**src/fisr_pkg.sv**
```systemverilog
// shared constants and helper functions for the reciprocal square root pipeline
`default_nettype none
package fisr_pkg;

  localparam logic [31:0] MAGIC_WORD   = 32'h5F3759DF;
  localparam logic [31:0] HALF_BITS    = 32'h3F000000;
  localparam logic [31:0] THREE_HALVES = 32'h3FC00000;
  localparam logic [31:0] CANON_NAN    = 32'h7FC00000;
  localparam logic [30:0] INF_MAG      = 31'h7F800000;
  localparam int          LATENCY      = 10;
  localparam int          Y_DEPTH      = 8;

  // leading zero count of a 48-bit word, word assumed nonzero
  function automatic logic [5:0] lzc48(input logic [47:0] v);
    logic [5:0] n;
    n = 6'd0;
    for (int i = 0; i < 48; i++) begin
      if (v[i]) n = 6'(47 - i);
    end
    return n;
  endfunction

  // leading zero count of a 27-bit word, word assumed nonzero
  function automatic logic [4:0] lzc27(input logic [26:0] v);
    logic [4:0] n;
    n = 5'd0;
    for (int i = 0; i < 27; i++) begin
      if (v[i]) n = 5'(26 - i);
    end
    return n;
  endfunction

endpackage
`default_nettype wire

```
**src/fisr_fadd.sv**
```systemverilog
// two-stage binary32 adder, round to nearest even, subnormals kept
`default_nettype none
module fisr_fadd (
  input  wire logic        clk,
  input  wire logic        rst,
  input  wire logic        in_valid,
  input  wire logic [31:0] a,
  input  wire logic [31:0] b,
  output logic             out_valid,
  output logic [31:0]      res
);

  logic        nan_a, nan_b, inf_a, inf_b, swap;
  logic [31:0] big, sml;
  logic [7:0]  eb_eff, es_eff, d;
  logic [26:0] mbig, msml, msh, msml_sh;

  logic        s1_valid, s1_sign, s1_sub, s1_nan, s1_inf, s1_inf_sign, s1_zsign;
  logic [7:0]  s1_exp;
  logic [26:0] s1_ma, s1_mb;

  always_comb begin
    nan_a  = (a[30:23] == 8'hFF) && (a[22:0] != 23'd0);
    nan_b  = (b[30:23] == 8'hFF) && (b[22:0] != 23'd0);
    inf_a  = (a[30:23] == 8'hFF) && (a[22:0] == 23'd0);
    inf_b  = (b[30:23] == 8'hFF) && (b[22:0] == 23'd0);
    swap   = b[30:0] > a[30:0];
    big    = swap ? b : a;
    sml    = swap ? a : b;
    eb_eff = (big[30:23] == 8'd0) ? 8'd1 : big[30:23];
    es_eff = (sml[30:23] == 8'd0) ? 8'd1 : sml[30:23];
    d      = eb_eff - es_eff;
    mbig   = {big[30:23] != 8'd0, big[22:0], 3'b000};
    msml   = {sml[30:23] != 8'd0, sml[22:0], 3'b000};
    if (d >= 8'd27) begin
      msml_sh = {26'd0, |msml};
      msh     = 27'd0;
    end else begin
      msh     = msml >> d[4:0];
      msml_sh = {msh[26:1], msh[0] | ((msh << d[4:0]) != msml)};
    end
  end

  always_ff @(posedge clk) begin
    if (rst) begin
      s1_valid <= 1'b0;
    end else begin
      s1_valid <= in_valid;
    end
    s1_sign     <= big[31];
    s1_sub      <= a[31] ^ b[31];
    s1_nan      <= nan_a | nan_b | (inf_a & inf_b & (a[31] ^ b[31]));
    s1_inf      <= inf_a | inf_b;
    s1_inf_sign <= inf_a ? a[31] : b[31];
    s1_zsign    <= a[31] & b[31];
    s1_exp      <= eb_eff;
    s1_ma       <= mbig;
    s1_mb       <= msml_sh;
  end

  // stage 2: add, normalize with the shift capped at the subnormal floor, round
  logic [27:0] sum;
  logic [26:0] n;
  logic [4:0]  lz;
  logic [7:0]  sh;
  logic [8:0]  e2, efield;
  logic [30:0] word;
  logic        inc;
  logic [31:0] res_next;

  always_comb begin
    sum = s1_sub ? ({1'b0, s1_ma} - {1'b0, s1_mb}) : ({1'b0, s1_ma} + {1'b0, s1_mb});
    lz  = fisr_pkg::lzc27(sum[26:0]);
    sh  = 8'd0;
    if (sum[27]) begin
      n  = {sum[27:2], sum[1] | sum[0]};
      e2 = {1'b0, s1_exp} + 9'd1;
    end else begin
      sh = ({3'd0, lz} < (s1_exp - 8'd1)) ? {3'd0, lz} : (s1_exp - 8'd1);
      n  = sum[26:0] << sh[4:0];
      e2 = {1'b0, s1_exp} - {1'b0, sh};
    end
    efield = n[26] ? e2 : 9'd0;
    word   = {efield[7:0], n[25:3]};
    inc    = n[2] & (n[1] | n[0] | n[3]);
    if (s1_nan) begin
      res_next = fisr_pkg::CANON_NAN;
    end else if (s1_inf) begin
      res_next = {s1_inf_sign, fisr_pkg::INF_MAG};
    end else if (sum == 28'd0) begin
      res_next = {s1_zsign, 31'd0};
    end else if (efield >= 9'd255) begin
      res_next = {s1_sign, fisr_pkg::INF_MAG};
    end else begin
      res_next = {s1_sign, word + {30'd0, inc}};
    end
  end

  always_ff @(posedge clk) begin
    if (rst) begin
      out_valid <= 1'b0;
    end else begin
      out_valid <= s1_valid;
    end
    res <= res_next;
  end

endmodule
`default_nettype wire

```
**config.mk**
```make
export PLATFORM = sky130hd
export DESIGN_NAME = fisr_fadd
export DESIGN_NICKNAME = d
export VERILOG_FILES = /design/src/fisr_pkg.sv /design/src/fisr_fadd.sv
export SDC_FILE = /design/constraint.sdc
export NUM_CORES = 1
export LEC_CHECK = 0
export ABC_AREA = 1
export BUFFER_PORTS_ARGS = -buffer_cell sky130_fd_sc_hd__clkbuf_2
export CELL_PAD_IN_SITES_DETAIL_PLACEMENT = 0
export CELL_PAD_IN_SITES_GLOBAL_PLACEMENT = 2
export CORE_MARGIN = 2
export CORE_UTILIZATION = 35
export DETAILED_ROUTE_END_ITERATION = 8
export GPL_TIMING_DRIVEN = 0
export PLACE_DENSITY_LB_ADDON = 0.2
export SKIP_CTS_REPAIR_TIMING = 1
export SLEW_MARGIN = 20
export SYNTH_ARGS = -nofsm -noshare
export SYNTH_HDL_FRONTEND = slang
export SYNTH_SLANG_ARGS = --single-unit
```
**constraint.sdc**
```tcl
create_clock -name clk -period 20.6 [get_ports clk]
set_clock_uncertainty 0.1 [all_clocks]
set_input_delay 2.06 -clock clk [delete_from_list [all_inputs] [get_ports clk]]
set_output_delay 2.06 -clock clk [all_outputs]
set_load 0.02 [all_outputs]
```
; Word level (Yosys, flattened, before mapping)
; Index checks and enable logic that the tools add are counted.
; Widths: inputs -> output; s select.
[totals]
register_bits = 99
latchBits = 0
ram_bits = 0
romBits = 0
input_bits = 67
out_inout_bits = 33
mem_count = 0
[classes]
addsub = 7
mul = 0
n_div = 0
magnitude_cmp = 4
n_eq_ne = 3
shift = 3
n_mux = 41
bitwise_logic = 12
n_reduce_logical = 16
[ops]
columns = cell, count
row1 = $mux 5, 27
row2 = $mux 32, 3
row3 = $mux 31, 2
row4 = $shl 27x5->27, 2
row5 = $logic_not 23->1, 2
row6 = $reduce_bool 23->1, 2
row7 = $add 31x1->31, 1
row8 = $gt 31x31->1, 1
row9 = $add 27x27->28, 1
row10 = $logic_not 28->1, 1
row11 = $mux 28, 1
row12 = $sub 27x27->28, 1
row13 = $mux 27, 1
row14 = $ne 27x27->1, 1
row15 = $shr 27x5->27, 1
row16 = $mux 8, 3
row17 = $reduce_or 24->1, 1
row18 = $mux 9, 2
row19 = $eq 8x8->1 const B, 2
row20 = $logic_not 8->1, 2
row21 = $reduce_bool 8->1, 2
row22 = $add 8x1->9 const B, 1
row23 = $ge 9x8->1 const B, 1
row24 = $sub 8x8->9, 1
row25 = 11 further kinds, 24

; Depth between registers and ports, before layout
[logic_depth]
depth_word = 40
mapped_depth = 64
mapped_depth_nobuf = 62

; Worst setup path after synthesis
; Ideal clock, no wire load.
[synth_path]
path_type = input-to-reg
start = in a[18]
end = reg s1_mb[0]
arrival_ps = 8009
t_required_ps = 20391
slack_ps = 12382
path_stages = 38
path_cell_list = inv_1 > ha_1 > a21oi_1 > o21a_1 > o221ai_1 > a221oi_1 > nand2_1 > o21ai_1 > clkbuf_1 > clkbuf_1 > clkbuf_1 > clkbuf_1 > o21ai_0 > nor4_1 > nand2_1 > nand2_1 > inv_1 > ha_1 > [2 not listed] > inv_1 > clkbuf_1 > buf_1 > nand2_1 > a31oi_1 > o21ai_0 > nand2_1 > o21ai_0 > o21ai_0 > o21ai_0 > o21ai_0 > nand2_1 > o21ai_0 > o211ai_1 > nor3_1 > nand3_1 > nand2_1 > inv_1
[synth_between]
elab_chain_cells = 10
word_cells_on_any_way = 16
classes_between = 1 x add/sub / 2 x order compare / 1 x eq/ne / 2 x shift / 5 x mux / 1 x bitwise / 4 x reduce/logical
[synth_lines]
columns = element, line
row1 = from (decl), fisr_fadd.sv:7  ; input wire logic [31:0] a,
row2 = $gt 31x31->1 (*), fisr_fadd.sv:27  ; swap = b[30:0] > a[30:0];
row3 = $mux 32 (*), fisr_fadd.sv:28  ; big = swap ? b : a;
row4 = $logic_not 8->1, fisr_fadd.sv:30  ; eb_eff = (big[30:23] == 8'd0) ? 8'd1 : big[30:23];
row5 = $mux 8 (*), fisr_fadd.sv:30
row6 = net eb_eff[1], fisr_fadd.sv:15  ; logic [7:0] eb_eff, es_eff, d;
row7 = $sub 8x8->8 (*), fisr_fadd.sv:32  ; d = eb_eff - es_eff;
row8 = $shr 27x5->27, fisr_fadd.sv:39  ; msh = msml >> d[4:0];
row9 = $shl 27x5->27, fisr_fadd.sv:40  ; msml_sh = {msh[26:1], msh[0] | ((msh << d[4:0]) != msml)};
row10 = $ne 27x27->1, fisr_fadd.sv:40
row11 = $or 1x1->1, fisr_fadd.sv:40
row12 = $mux 1 (*), fisr_fadd.sv:35  ; if (d >= 8'd27) begin
row13 = net msml_sh[0], fisr_fadd.sv:16  ; logic [26:0] mbig, msml, msh, msml_sh;
row14 = to (signal assigned), fisr_fadd.sv:58  ; s1_mb <= msml_sh;
row15 = to (decl), fisr_fadd.sv:20  ; logic [26:0] s1_ma, s1_mb;
; Mark *: on every way through the listed nets, which the timed path passes. The rest lies on a longest branch.
; A chain may end at the register's enable or synchronous reset.

; Final worst setup path
[layout_path]
start = in a[4]
end = reg s1_mb[0]
; Same word-level chain as after synthesis.

==> out/qor.yml <==
tightest_slew_ns: 0.9772
r2r_cells: 44
die_h_um: 200.9
h-tree-depth: 3
design.die.area_um2: 40360
crit_path_start: "a[4]"
power_density_nw_per_um2: 144.9
synth-simple-area-share_pct: 42.78
clkPwrFrac_pct: 8.3
cap_violations: 0
finalCritPeriodShare_pct: 54.35
place.gp.congestion: 0.9386
design_area_um2: 15020
yosysUniqueCellTypes: 64
grt_max_degree: 21
r2r-start: "s1_mb[6]"
synth_top_cell_area_share_pct: 20.44
clkLatencyLatePin_ns: 0.40
min_period_ns: 11.20
pin_count: 100
synth_mux_area_share_pct: 0.8114
synth-adder-area-share_pct: 10.03
setup_slack_ns: 9.404
cts_tree: "built"
p_sw_share_pct: 61.79
intPower_uw: 831.4
clk_path_buf_depth: 2
p_comb_share_pct: 79.4
die_w_um: 200.9
arrival_ns: 11.39
min_path_cells: 2
syn_area_per_cell_um2: 5.642
cts_buffers: 9
track_usage_pct: 27.65
tns_ns: 0
drc: 0
first_pass_iters: 7
pre_cts_ws_ns: 9.312
seq_area_um2: 1982
antenna_found_initial: 3
wirelength_um: 56440
seq_area_frac_synth_pct: 14.61
placed_area_um2: 14710
yosysTopAreaCell: "nand2_1"
critPathMaxStageDelay_ns: 0.64
synthToLayoutAreaGrowth_pct: 10.68
clockRootBuffer: "clkbuf_16"
maxSlewViolCount: 0
synth_area_leaders: "nand2_1 20%, dfxtp_1 15%, nand3_1 11%"
hold_path.class: "register to register"
yosysWarnings: 0
r2r_slack_ns: 12.90
start_util_pct: 35.28
grt_pass1_vias: 15050
ir_worst_vdd_mv: 0.06868
ys_ff_latch: 99
port_buffers: 99
p_seq_share_pct: 12.3
vias_per_cell: 5.327
holdPathEnd: "out_valid"
initialDrtViolationCount: 1436
postLayoutCoreUtil_pct: 39.04
clock-sinks: 99
diodes: 0
leakage_uw: 0.007632
rsz0062_at_grt: "no"
finalSetupViolations: 0
ant_nets: 0
synth_compound_area_share_pct: 17.96
path_max_fanout: 10
grt-ovfl-total: 0
synth_top_family_by_area: "simple AND/OR/NAND/NOR gates"
syn_inst: 2405
drive_gt1_share_pct: 9.683
rows: 72
hold_viol_final: 0
core-area_um2: 38470
avgRoutedWirePerCell_um: 18.58
worstPathRequired_ns: 20.80
rr_endpoint: "res[25]"
multi_input_area_um2: 9966
path_common_cell: "o21ai_0"
fill_cells: 4520
status: "completed"
start_kind: "input port"
clk_pin_slew_ns: 0.08
net-switching-power_uw: 1344
clock.fmax_ghz: 0.08932
grt_pass1_wl_um: 86660
endpoint_kind: "register"
syn-num-nets: 2579
syn_area_um2: 13570
vias: 16180
dpl.hpwl_um: 48180
nets: 2689
slowest_stage: "o21ai_0"
synth_xor_xnor_area_share_pct: 1.863
worstSetupPathType: "input port to register"
slew_headroom_pct: 34.16
hold_start: "s1_valid"
power groups by stage:
stage                     combinational (µW)  clock [µW]  sequential (µW)
after floorplan                         1140           0              307
after global placement                  1690           0              271
after detailed placement                1680           0              273
after CTS                               1690         186              269
after global routing                    1910         191              273
final                                   1730         180              268
worst max-delay path, delay by kind of cell:
kind / cells / cell delay, ns
adders and majority gates: 3 / 1.02
and+or+nand+nor: 14 / 1.53
AOI/OAI and AO/OA: 14 / 3.83
buffers and inverters: 13 / 2.88
cells in the mapped netlist, drive strengths merged:
library cell,instances
xnor2,7
and2,2
and3,1
fa,3
or3,1
o21bai,6
nor4,11
o22ai,1
a32oi,1
o2111ai,1
nand4,40
inv,294
a221oi,1
or4,1
dfxtp,99
nor2,182
a31oi,6
a211oi,6
a21oi,108
xor2,21
buf,51
o31ai,3
a21boi,6
nor3,22
o221ai,4
nand2,758
o21a,4
nand3b,7
clkinv,2
nor2b,1
nand3,296
o21ai,248
a21o,3
a22oi,1
or2,11
a2111o,1
a311oi,1
clkbuf,55
o211ai,22
mux2i,11
o311ai,1
a221o,1
ha,104
flip-flops by register name, summed over array words and instances (netlist names):
register	flops
out_valid	1
s1_sign	1
s1_ma	24
s1_inf	1
s1_nan	1
res	32
s1_inf_sign	1
s1_sub	1
s1_exp	8
s1_mb	27
s1_zsign	1
s1_valid	1
stage by stage:
stage                     total power (µW)  instances  hold slack [ns]
after floorplan                       1444       2405           0.2883
after global placement                1963       3022           0.2938
after detailed placement              1957       3022           0.3004
after CTS                             2146       3038           0.3142
after global routing                  2377       3038           0.3291
final                                 2176       3038           0.3119
cell usage in the layout (no fill, tap or decap), types with 20 or more instances in the layout:
cell type,synthesis,final
o211ai_1,22,22
clkbuf_1,55,55
a21oi_1,90,90
clkbuf_2,0,99
nand3_1,287,287
inv_1,284,284
xor2_1,20,20
ha_1,104,104
nand2_1,739,739
o21ai_0,233,233
nand4_1,40,40
dfxtp_1,99,99
nor2_1,167,167
nor3_1,22,22
metal layers:
| layer | track usage, % | up-vias | part of all wire (%) |
|---|---|---|---|
| met1 | 40.70 | 7502 | 50 |
| met2 | 42.77 | 537 | 42 |
| met4 | 4.894 | 0 | 1.0 |
| li1 | - | 8110 | - |
| met3 | 4.156 | 33 | 6.8 |
| met5 | 0 | - | 0 |
final cells by class:
cell class / instances / share of cell area (%)
Clock inverter: 7 / 0.5332
Timing Repair Buffer: 99 / 3.299
Sequential cell: 99 / 13.20
Tap cell: 518 / 4.316
Clock buffer: 9 / 1.500
Inverter: 296 / 7.398
Buffer: 106 / 3.399
Multi-Input combinational cell: 1904 / 66.36
kinds of logic (layout without fill, tap and decap cells):
logic type / after synthesis / count (layout)
AO/OA/AOI/OAI: 425 / 425
XOR/XNOR: 28 / 28
adder cells (fa/ha/maj): 107 / 107
buffers and inverters: 402 / 517
flip-flops: 99 / 99
multiplexers: 11 / 11
AND/OR/NAND/NOR: 1333 / 1333
worst max path at each step:
stage	slack (ns)	endpoint	cells past startpoint
3_5_place_dp	9.31	s1_mb[0]	44
2_1_floorplan	12.38	s1_mb[0]	38
6_report	9.40	s1_mb[0]	44
4_1_cts	9.73	s1_mb[0]	44
3_3_place_gp	9.11	s1_mb[0]	44
5_1_grt	8.66	s1_mb[0]	44
No activity file was read; power rests on OpenSTA's default activity.
