**src/fisr_pkg.sv**
```systemverilog
// shared constants and helper functions for the reciprocal square root pipeline
`default_nettype none
package fisr_pkg;

  localparam logic [31:0] MAGIC_WORD   = 32'h5F3759DF;
  localparam logic [31:0] HALF_BITS    = 32'h3F000000;
  localparam logic [31:0] THREE_HALVES = 32'h3FC00000;
  localparam logic [31:0] CANON_NAN    = 32'h7FC00000;
  localparam logic [30:0] INF_MAG      = 31'h7F800000;
  localparam int          LATENCY      = 10;
  localparam int          Y_DEPTH      = 8;

  // leading zero count of a 48-bit word, word assumed nonzero
  function automatic logic [5:0] lzc48(input logic [47:0] v);
    logic [5:0] n;
    n = 6'd0;
    for (int i = 0; i < 48; i++) begin
      if (v[i]) n = 6'(47 - i);
    end
    return n;
  endfunction

  // leading zero count of a 27-bit word, word assumed nonzero
  function automatic logic [4:0] lzc27(input logic [26:0] v);
    logic [4:0] n;
    n = 5'd0;
    for (int i = 0; i < 27; i++) begin
      if (v[i]) n = 5'(26 - i);
    end
    return n;
  endfunction

endpackage
`default_nettype wire

```
**src/fisr_fmul.sv**
```systemverilog
// two-stage binary32 multiplier, round to nearest even, subnormals kept
`default_nettype none
module fisr_fmul (
  input  wire logic        clk,
  input  wire logic        rst,
  input  wire logic        in_valid,
  input  wire logic [31:0] a,
  input  wire logic [31:0] b,
  output logic             out_valid,
  output logic [31:0]      res
);

  logic [7:0]  ea, eb, ea_eff, eb_eff;
  logic        nan_a, nan_b, inf_a, inf_b, zero_a, zero_b;
  logic [23:0] ma, mb;

  logic               s1_valid, s1_sign, s1_nan, s1_inf, s1_zero;
  logic signed [10:0] s1_exp;
  logic [47:0]        s1_prod;

  always_comb begin
    ea     = a[30:23];
    eb     = b[30:23];
    nan_a  = (ea == 8'hFF) && (a[22:0] != 23'd0);
    nan_b  = (eb == 8'hFF) && (b[22:0] != 23'd0);
    inf_a  = (ea == 8'hFF) && (a[22:0] == 23'd0);
    inf_b  = (eb == 8'hFF) && (b[22:0] == 23'd0);
    zero_a = (ea == 8'd0) && (a[22:0] == 23'd0);
    zero_b = (eb == 8'd0) && (b[22:0] == 23'd0);
    ea_eff = (ea == 8'd0) ? 8'd1 : ea;
    eb_eff = (eb == 8'd0) ? 8'd1 : eb;
    ma     = {ea != 8'd0, a[22:0]};
    mb     = {eb != 8'd0, b[22:0]};
  end

  always_ff @(posedge clk) begin
    if (rst) begin
      s1_valid <= 1'b0;
    end else begin
      s1_valid <= in_valid;
    end
    s1_sign <= a[31] ^ b[31];
    s1_nan  <= nan_a | nan_b | (inf_a & zero_b) | (zero_a & inf_b);
    s1_inf  <= inf_a | inf_b;
    s1_zero <= zero_a | zero_b;
    s1_exp  <= $signed({3'b000, ea_eff}) + $signed({3'b000, eb_eff}) - 11'sd127;
    s1_prod <= ma * mb;
  end

  // stage 2: normalize, denormalize on underflow, round
  logic [5:0]         lz;
  logic [47:0]        pn, shv;
  logic signed [10:0] e_norm;
  logic [10:0]        rs;
  logic [30:0]        word;
  logic               grd, stk, lost, inc;
  logic [31:0]        res_next;

  always_comb begin
    lz     = fisr_pkg::lzc48(s1_prod);
    pn     = s1_prod << lz;
    e_norm = s1_exp + 11'sd1 - $signed({5'd0, lz});
    rs     = 11'd0;
    shv    = pn;
    lost   = 1'b0;
    if (e_norm >= 11'sd1) begin
      word = {e_norm[7:0], pn[46:24]};
      grd  = pn[23];
      stk  = |pn[22:0];
    end else begin
      rs = 11'd1 - e_norm;
      if (rs >= 11'd48) begin
        shv  = 48'd0;
        lost = |pn;
      end else begin
        shv  = pn >> rs[5:0];
        lost = ((shv << rs[5:0]) != pn);
      end
      word = {8'd0, shv[46:24]};
      grd  = shv[23];
      stk  = (|shv[22:0]) | lost;
    end
    inc = grd & (stk | word[0]);
    if (s1_nan) begin
      res_next = fisr_pkg::CANON_NAN;
    end else if (s1_inf || (e_norm >= 11'sd255)) begin
      res_next = {s1_sign, fisr_pkg::INF_MAG};
    end else if (s1_zero) begin
      res_next = {s1_sign, 31'd0};
    end else begin
      res_next = {s1_sign, word + {30'd0, inc}};
    end
  end

  always_ff @(posedge clk) begin
    if (rst) begin
      out_valid <= 1'b0;
    end else begin
      out_valid <= s1_valid;
    end
    res <= res_next;
  end

endmodule
`default_nettype wire

```
**config.mk**
```make
export PLATFORM = sky130hd
export DESIGN_NAME = fisr_fmul
export DESIGN_NICKNAME = d
export VERILOG_FILES = /design/src/fisr_pkg.sv /design/src/fisr_fmul.sv
export SDC_FILE = /design/constraint.sdc
export NUM_CORES = 2
export LEC_CHECK = 0
export BUFFER_PORTS_ARGS = -buffer_cell sky130_fd_sc_hd__buf_4
export CAP_MARGIN = 20
export CORE_UTILIZATION = 30
export DETAILED_ROUTE_END_ITERATION = 8
export GPL_TIMING_DRIVEN = 0
export SKIP_LAST_GASP = 1
export SYNTH_ARGS = -nofsm -noshare
export SYNTH_HDL_FRONTEND = slang
export SYNTH_SLANG_ARGS = --single-unit
```
**constraint.sdc**
```tcl
create_clock -name clk -period 18.5 [get_ports clk]
set_input_delay 1.85 -clock clk [delete_from_list [all_inputs] [get_ports clk]]
set_output_delay 1.85 -clock clk [all_outputs]
set_load 0.1 [all_outputs]
```
Word-level counts from Yosys, hierarchy flattened
Cells that the tools add are included.
- add/subtract/negate cells: 6
- equal/unequal tests: 3
- bitwise operators: 11
- reduce and logical (&&, ||, !) cells: 20
- div/mod/pow operators: 0
- multiply operators: 1
- shift operators: 3
- magnitude comparators: 3
- multiplexer cells: 59
- operators by type and width (operator ; number):
    $mux W6 ; 48
    $shl A48 B6 Y48 ; 2
    $mux W47 ; 2
    $mux W31 ; 2
    $mul A24 B24 Y48 ; 1
    $ne A48 B48 Y1 ; 1
    $reduce_or A48 Y1 ; 1
    $shr A48 B6 Y48 ; 1
    $logic_not A23 Y1 ; 2
    $reduce_bool A23 Y1 ; 2
    $reduce_or A23 Y1 ; 2
    $add A31 B1 Y31 ; 1
    $mux W23 ; 1
    $eq A8 B8 Y1 const B ; 2
    $logic_not A8 Y1 ; 2
    $mux W8 ; 2
    $reduce_bool A8 Y1 ; 2
    $add A10 B2 Y11 const B ; 1
    $ge A11 B2 Y1 const B ; 1
    $ge A11 B6 Y1 const B ; 1
    $ge A11 B9 Y1 const B ; 1
    $sub A1 B11 Y11 const A ; 1
    $sub A11 B7 Y11 ; 1
    $sub A9 B7 Y10 const B ; 1
    other kinds (9) ; 25
- memory bits (writable): 0
- input bits: 67
- memories: 0
- register bits after elaboration: 96
- bits in latches: 0
- bits in read-only memories: 0
- logic and storage cells: 117

Longest topological paths before layout
- depth after elaboration: 62
- depth in mapped cells: 39
- depth with buffers taken out: 34

Least setup slack after synthesis
OpenSTA, ideal clock, no wires.
- path type: input to register
- start point: in b[6]
- end point: reg s1_prod[47]
- stages on the path: 30
- slack: 9.313 ns
- arrival time: 9.115 ns
- path buffers: 2
- library setup time: 0.072 ns
- required time: 18.428 ns
- path through: clkbuf_1 -> clkbuf_1 -> nand2_1 -> fa_1 -> fa_1 -> inv_1 -> fa_1 -> ha_1 -> inv_1 -> fa_1 -> inv_1 -> fa_1 -> fa_1 -> ha_1 -> and3_1 -> a2111oi_0 -> o211ai_1 -> a221oi_1 -> a21oi_1 -> a211oi_1 -> o31ai_1 -> o41ai_1 -> o2111ai_1 -> a31oi_1 -> o21ai_0 -> nand2_1 -> a21oi_1 -> a21o_1 -> a21oi_1 -> xnor2_1
- cells in the longest elaborated chain, start to end: 1
- ends and longest elaborated chain (item ; line ; RTL):
    from (decl) ; fisr_fmul.sv:8 ; input wire logic [31:0] b,
    $mul A24 B24 Y48 ; fisr_fmul.sv:47 ; s1_prod <= ma * mb;
    to (signal assigned) ; fisr_fmul.sv:47 ;
    to (decl) ; fisr_fmul.sv:19 ; logic [47:0] s1_prod;
No other way between the ends.
A chain may end at the register's enable or synchronous reset.

Worst setup path in the final report
- start point: reg s1_prod[1]
- end point: reg res[0]
- cells in the longest elaborated chain, start to end: 59
- elaborated cells between the ends (all ways): 72
- ends and longest elaborated chain (item ; line ; RTL):
    $mux W6 (47 in a row) ; fisr_pkg.sv:18 ; if (v[i]) n = 6'(47 - i);
    $sub A11 B7 Y11 ; fisr_fmul.sv:62 ; e_norm = s1_exp + 11'sd1 - $signed({5'd0, lz});
    $sub A1 B11 Y11 ; fisr_fmul.sv:71 ; rs = 11'd1 - e_norm;
    $shr A48 B6 Y48 ; fisr_fmul.sv:76 ; shv = pn >> rs[5:0];
    $shl A48 B6 Y48 ; fisr_fmul.sv:77 ; lost = ((shv << rs[5:0]) != pn);
    $ne A48 B48 Y1 ; fisr_fmul.sv:77 ;
    $mux W1 ; fisr_fmul.sv:72 ; if (rs >= 11'd48) begin
    $mux W1 ; fisr_fmul.sv:66 ; if (e_norm >= 11'sd1) begin
    $or A1 B1 Y1 ; fisr_fmul.sv:81 ; stk = (|shv[22:0]) | lost;
    $mux W1 ; fisr_fmul.sv:66 ;
    $or A1 B1 Y1 ; fisr_fmul.sv:83 ; inc = grd & (stk | word[0]);
    $and A1 B1 Y1 ; fisr_fmul.sv:83 ;
    $add A31 B1 Y31 ; fisr_fmul.sv:91 ; res_next = {s1_sign, word + {30'd0, inc}};
    to (signal assigned) ; fisr_fmul.sv:101 ; res <= res_next;
    to (decl) ; fisr_fmul.sv:10 ; output logic [31:0] res
Several ways; a longest one is shown, not always the timed one. The select of a mux whose other input is x is not followed.

==> Implementation_results.wiki <==
{| class="wikitable"
! Metric !! Value
|-
| Crit share post-route || 87.6%
|-
| Total wirelength of the detailed-routed design || 228 mm
|-
| Final count of negative-setup-slack endpoints || 0
|-
| Number of DRC markers in iteration 0 || 5,446
|-
| Primary flip-flop cell chosen by synthesis mapping || dfxtp_1
|-
| Sort of element at the start of the critical path || register
|-
| Routed length per placed instance || 36.5 um
|-
| RSZ-0062 raised after global routing || false
|-
| Die width || 344 um
|-
| Worst setup endpoint || res[0]$_SDFF_PP0_
|-
| Sum of negative setup slack || 0 ns
|-
| Area of the core || 0.116 mm^2
|-
| Mapped Area || 0.0351 mm^2
|-
| Total global-route track usage || 37.9%
|-
| Slew of the pin with the lowest slew margin || 1.37 ns
|-
| Via count of the first global-routing pass || 39,400
|-
| Post-route minimum period || 16.20 ns
|-
| Total CTS buffers || 9
|-
| Peak clock frequency supported by timing || 61.7 MHz
|-
| Starting utilization of the core area || 30.2%
|-
| Number of iterations in the first detailed-routing pass || 8
|-
| Slowest cell on the critical path || clkbuf_1
|-
| Number of standard cells after synthesis || 4,557
|-
| Fin util || 33.2%
|-
| CTS Hold Buffers Added || 0
|-
| DRT antenna net count || 0
|-
| Critical-path maximum fanout || 10
|-
| Clock slew at the register clock pins of the worst setup and hold paths || 0.08 ns
|-
| Clock root cell || clkbuf_16
|-
| Critical path's largest stage delay || 0.90 ns
|-
| Headroom to the max-slew limit || 8.69%
|-
| Pins over their slew limit || 0
|-
| Post-Synthesis Net Count || 5,315
|-
| Pin count of the biggest net entering global routing || 18
|-
| CTS sink cnt || 96
|-
| Portion of the post-synthesis area used by sequential elements || 5.48%
|-
| Cell mode on critical path || clkbuf_1
|-
| Number of endpoints with negative hold slack in the final report || 0
|-
| Share of post-route cells with drive strength above 1 || 6.86%
|-
| Leftover overflow at the end of global routing || 0
|-
| Worst hold-check path type || reg2reg
|-
| Post-synthesis area per instance || 7.70 um^2
|-
| Clock tree from TritonCTS || yes
|-
| Worst-skew pair later-pin latency || 0.43 ns
|-
| Nature of the critical path endpoint || register
|-
| Ys async rst share || 0%
|-
| Resize count post-CTS || 0
|-
| Maximum capacitance violations || 0
|-
| Post-CTS Repair Setup Buffers || 0
|-
| Yosys cell types || 115
|-
| I/O pin total || 100
|-
| Vias after detailed routing || 40,000
|-
| Length in cells of the worst reg-to-reg path || 37
|-
| Yosys warning total || 0
|-
| Worst setup skew after layout || 0.0268 ns
|-
| Area growth, synth to finish || 9.73%
|-
| Status || completed
|-
| Worst setup path start || s1_prod[1]$_DFF_P_
|-
| Final GP Congestion || 1.06
|-
| Detailed-route vias per instance || 6.42
|-
| Port Buffers || 95
|-
| Critical path class || reg2reg
|-
| Data arrival at the endpoint of the critical path || 16.49 ns
|-
| Height of the die || 344 um
|-
| Maximum buffer depth of the clock tree || 2
|-
| Post-synthesis register bit count || 96
|-
| Required arrival time at the worst endpoint || 18.79 ns
|-
| Total Nets Final || 5,464
|-
| DRC violation count after routing || 0
|-
| Number of antenna violations at the first check in global routing || 9
|-
| Worst r2r dst || res[0]$_SDFF_PP0_
|-
| Number of core rows || 125
|-
| H-tree level count || 3
|-
| Source of the worst register-to-register timing path || s1_prod[1]$_DFF_P_
|-
| Setup slack, reg-to-reg || 2.30 ns
|-
| Die outline area || 0.118 mm^2
|-
| Number of synthesized flops with an enable pin || 0
|-
| Worst-case hold slack || 0.446 ns
|-
| Detailed Place HPWL || 184 mm
|-
| Wire length of the first global-routing pass || 312 mm
|}
==> critical path: cells and delay by family (launching register included) <==
| family | cells | cell delay [ns] |
|---|---|---|
| flops | 1 | 0.31 |
| xor+xnor | 1 | 0.78 |
| simple gates | 4 | 1.59 |
| compound gates | 10 | 3.60 |
| mux | 2 | 0.44 |
| buf+inv | 17 | 8.36 |
| fa+ha+maj | 3 | 0.88 |
==> Yosys cell counts, types with 34 or more instances <==
master / number / share of area, %
a211oi_1: 60 / 1.3
a21oi_1: 178 / 2.5
a221oi_1: 36 / 0.90
a22oi_1: 50 / 1.1
a31oi_1: 55 / 0.98
and2_1: 235 / 4.2
buf_2: 34 / 0.48
clkbuf_1: 256 / 2.7
dfxtp_1: 96 / 5.5
fa_1: 484 / 28
ha_1: 207 / 7.4
inv_1: 549 / 5.9
mux2i_1: 89 / 2.5
nand2_1: 668 / 7.1
nand3_1: 106 / 1.5
nand4_1: 46 / 0.82
nor2_1: 271 / 2.9
nor3_1: 95 / 1.4
nor4_1: 54 / 0.96
o2111ai_1: 37 / 0.92
o211ai_1: 79 / 1.7
o21ai_0: 133 / 1.9
o221ai_1: 35 / 0.87
o22ai_1: 81 / 1.4
o31ai_1: 38 / 0.81
xnor2_1: 61 / 1.5
==> sequential cells by signal, indices dropped and copies added, names as in the netlist <==
signal	flops
s1_zero	1
out_valid	1
s1_nan	1
s1_exp	10
s1_sign	1
s1_prod	48
s1_inf	1
res	32
s1_valid	1
==> final cells by class <==
type                       count  area (um^2)
buffer                       316         1270
clock buffer                  10          229
sequential                    96         1920
tap                         1524         1910
multi-input combinational   3592        29900
clock inverter                 6         53.8
antenna                        6         15.0
timing repair buffer         138         1120
fill                       12600        77500
inverter                     553         2080
==> logic make-up (layout without fill, tap and decap cells) <==
family | after synthesis | after routing | share of synthesized area, %
AND/OR/NAND/NOR | 1634 | 1634 | 22.3
AO/OA/AOI/OAI | 1054 | 1054 | 21.4
buffers and inverters | 869 | 1023 | 9.54
adder cells (fa/ha/maj) | 692 | 692 | 35.0
multiplexers | 121 | 121 | 4.02
flip-flops | 96 | 96 | 5.48
XOR/XNOR | 91 | 91 | 2.27
other | 0 | 6 | 0
==> metal layers <==
| layer | vias to the layer above | share of wire, % | track usage [%] |
|---|---|---|---|
| li1 | 16100 | - | - |
| met1 | 19900 | 36 | 45.3 |
| met2 | 3165 | 44 | 59.4 |
| met3 | 942 | 11 | 9.03 |
| met4 | 12 | 9.2 | 27.8 |
| met5 | - | 0.036 | 0 |
==> stage by stage <==
stage | std cells | worst slack [ns] | area (um^2)
finish | 6241 | 2.30 | 38500
global route | 6235 | 2.58 | 38500
CTS | 6230 | 2.94 | 38400
detailed placement | 6214 | 3.05 | 38200
global placement | 6176 | 1.03 | 37700
floorplan | 4557 | 9.31 | 35100
==> placed cells by master (no fill, tap or decap), drive strengths merged, types with 15 or more instances in the layout <==
master,synthesis,final
nand2,671,671
inv,553,555
fa,484,484
nor2,273,273
clkbuf,257,269
and2,237,237
ha,207,207
buf,59,195
a21oi,180,180
o21ai,147,147
nand3,107,107
nor3,99,99
dfxtp,96,96
mux2i,90,90
o22ai,82,82
o211ai,80,80
a211oi,65,65
xnor2,61,61
nor4,58,58
a31oi,55,55
a22oi,51,51
nand4,46,46
o31ai,40,40
o2111ai,37,37
a221oi,37,37
o221ai,35,35
xor2,30,30
o21a,25,25
or2,21,21
a21o,20,20
o32ai,20,20
nor2b,19,19
or3,19,19
a32oi,19,19
a2111oi,19,19
or4,18,18
mux2,17,17
and3,16,16
o211a,15,15
==> how the worst min path moves through the flow <==
stage | startpoint | end | slack, ns | cells past startpoint
after floorplan | s1_nan$_DFF_P_ | res[31]$_SDFF_PP0_ | 0.41 | 1
final | s1_sign$_DFF_P_ | res[31]$_SDFF_PP0_ | 0.45 | 1
after detailed placement | s1_valid$_SDFF_PP0_ | out_valid$_SDFF_PP0_ | 0.43 | 1
after CTS | s1_valid$_SDFF_PP0_ | out_valid$_SDFF_PP0_ | 0.45 | 1
after global placement | s1_valid$_SDFF_PP0_ | out_valid$_SDFF_PP0_ | 0.42 | 1
after global routing | s1_sign$_DFF_P_ | res[31]$_SDFF_PP0_ | 0.46 | 1
Power is left out: the tool's default activity adds up to more than one toggle a clock period on the data nets, which glitch-free logic cannot reach.
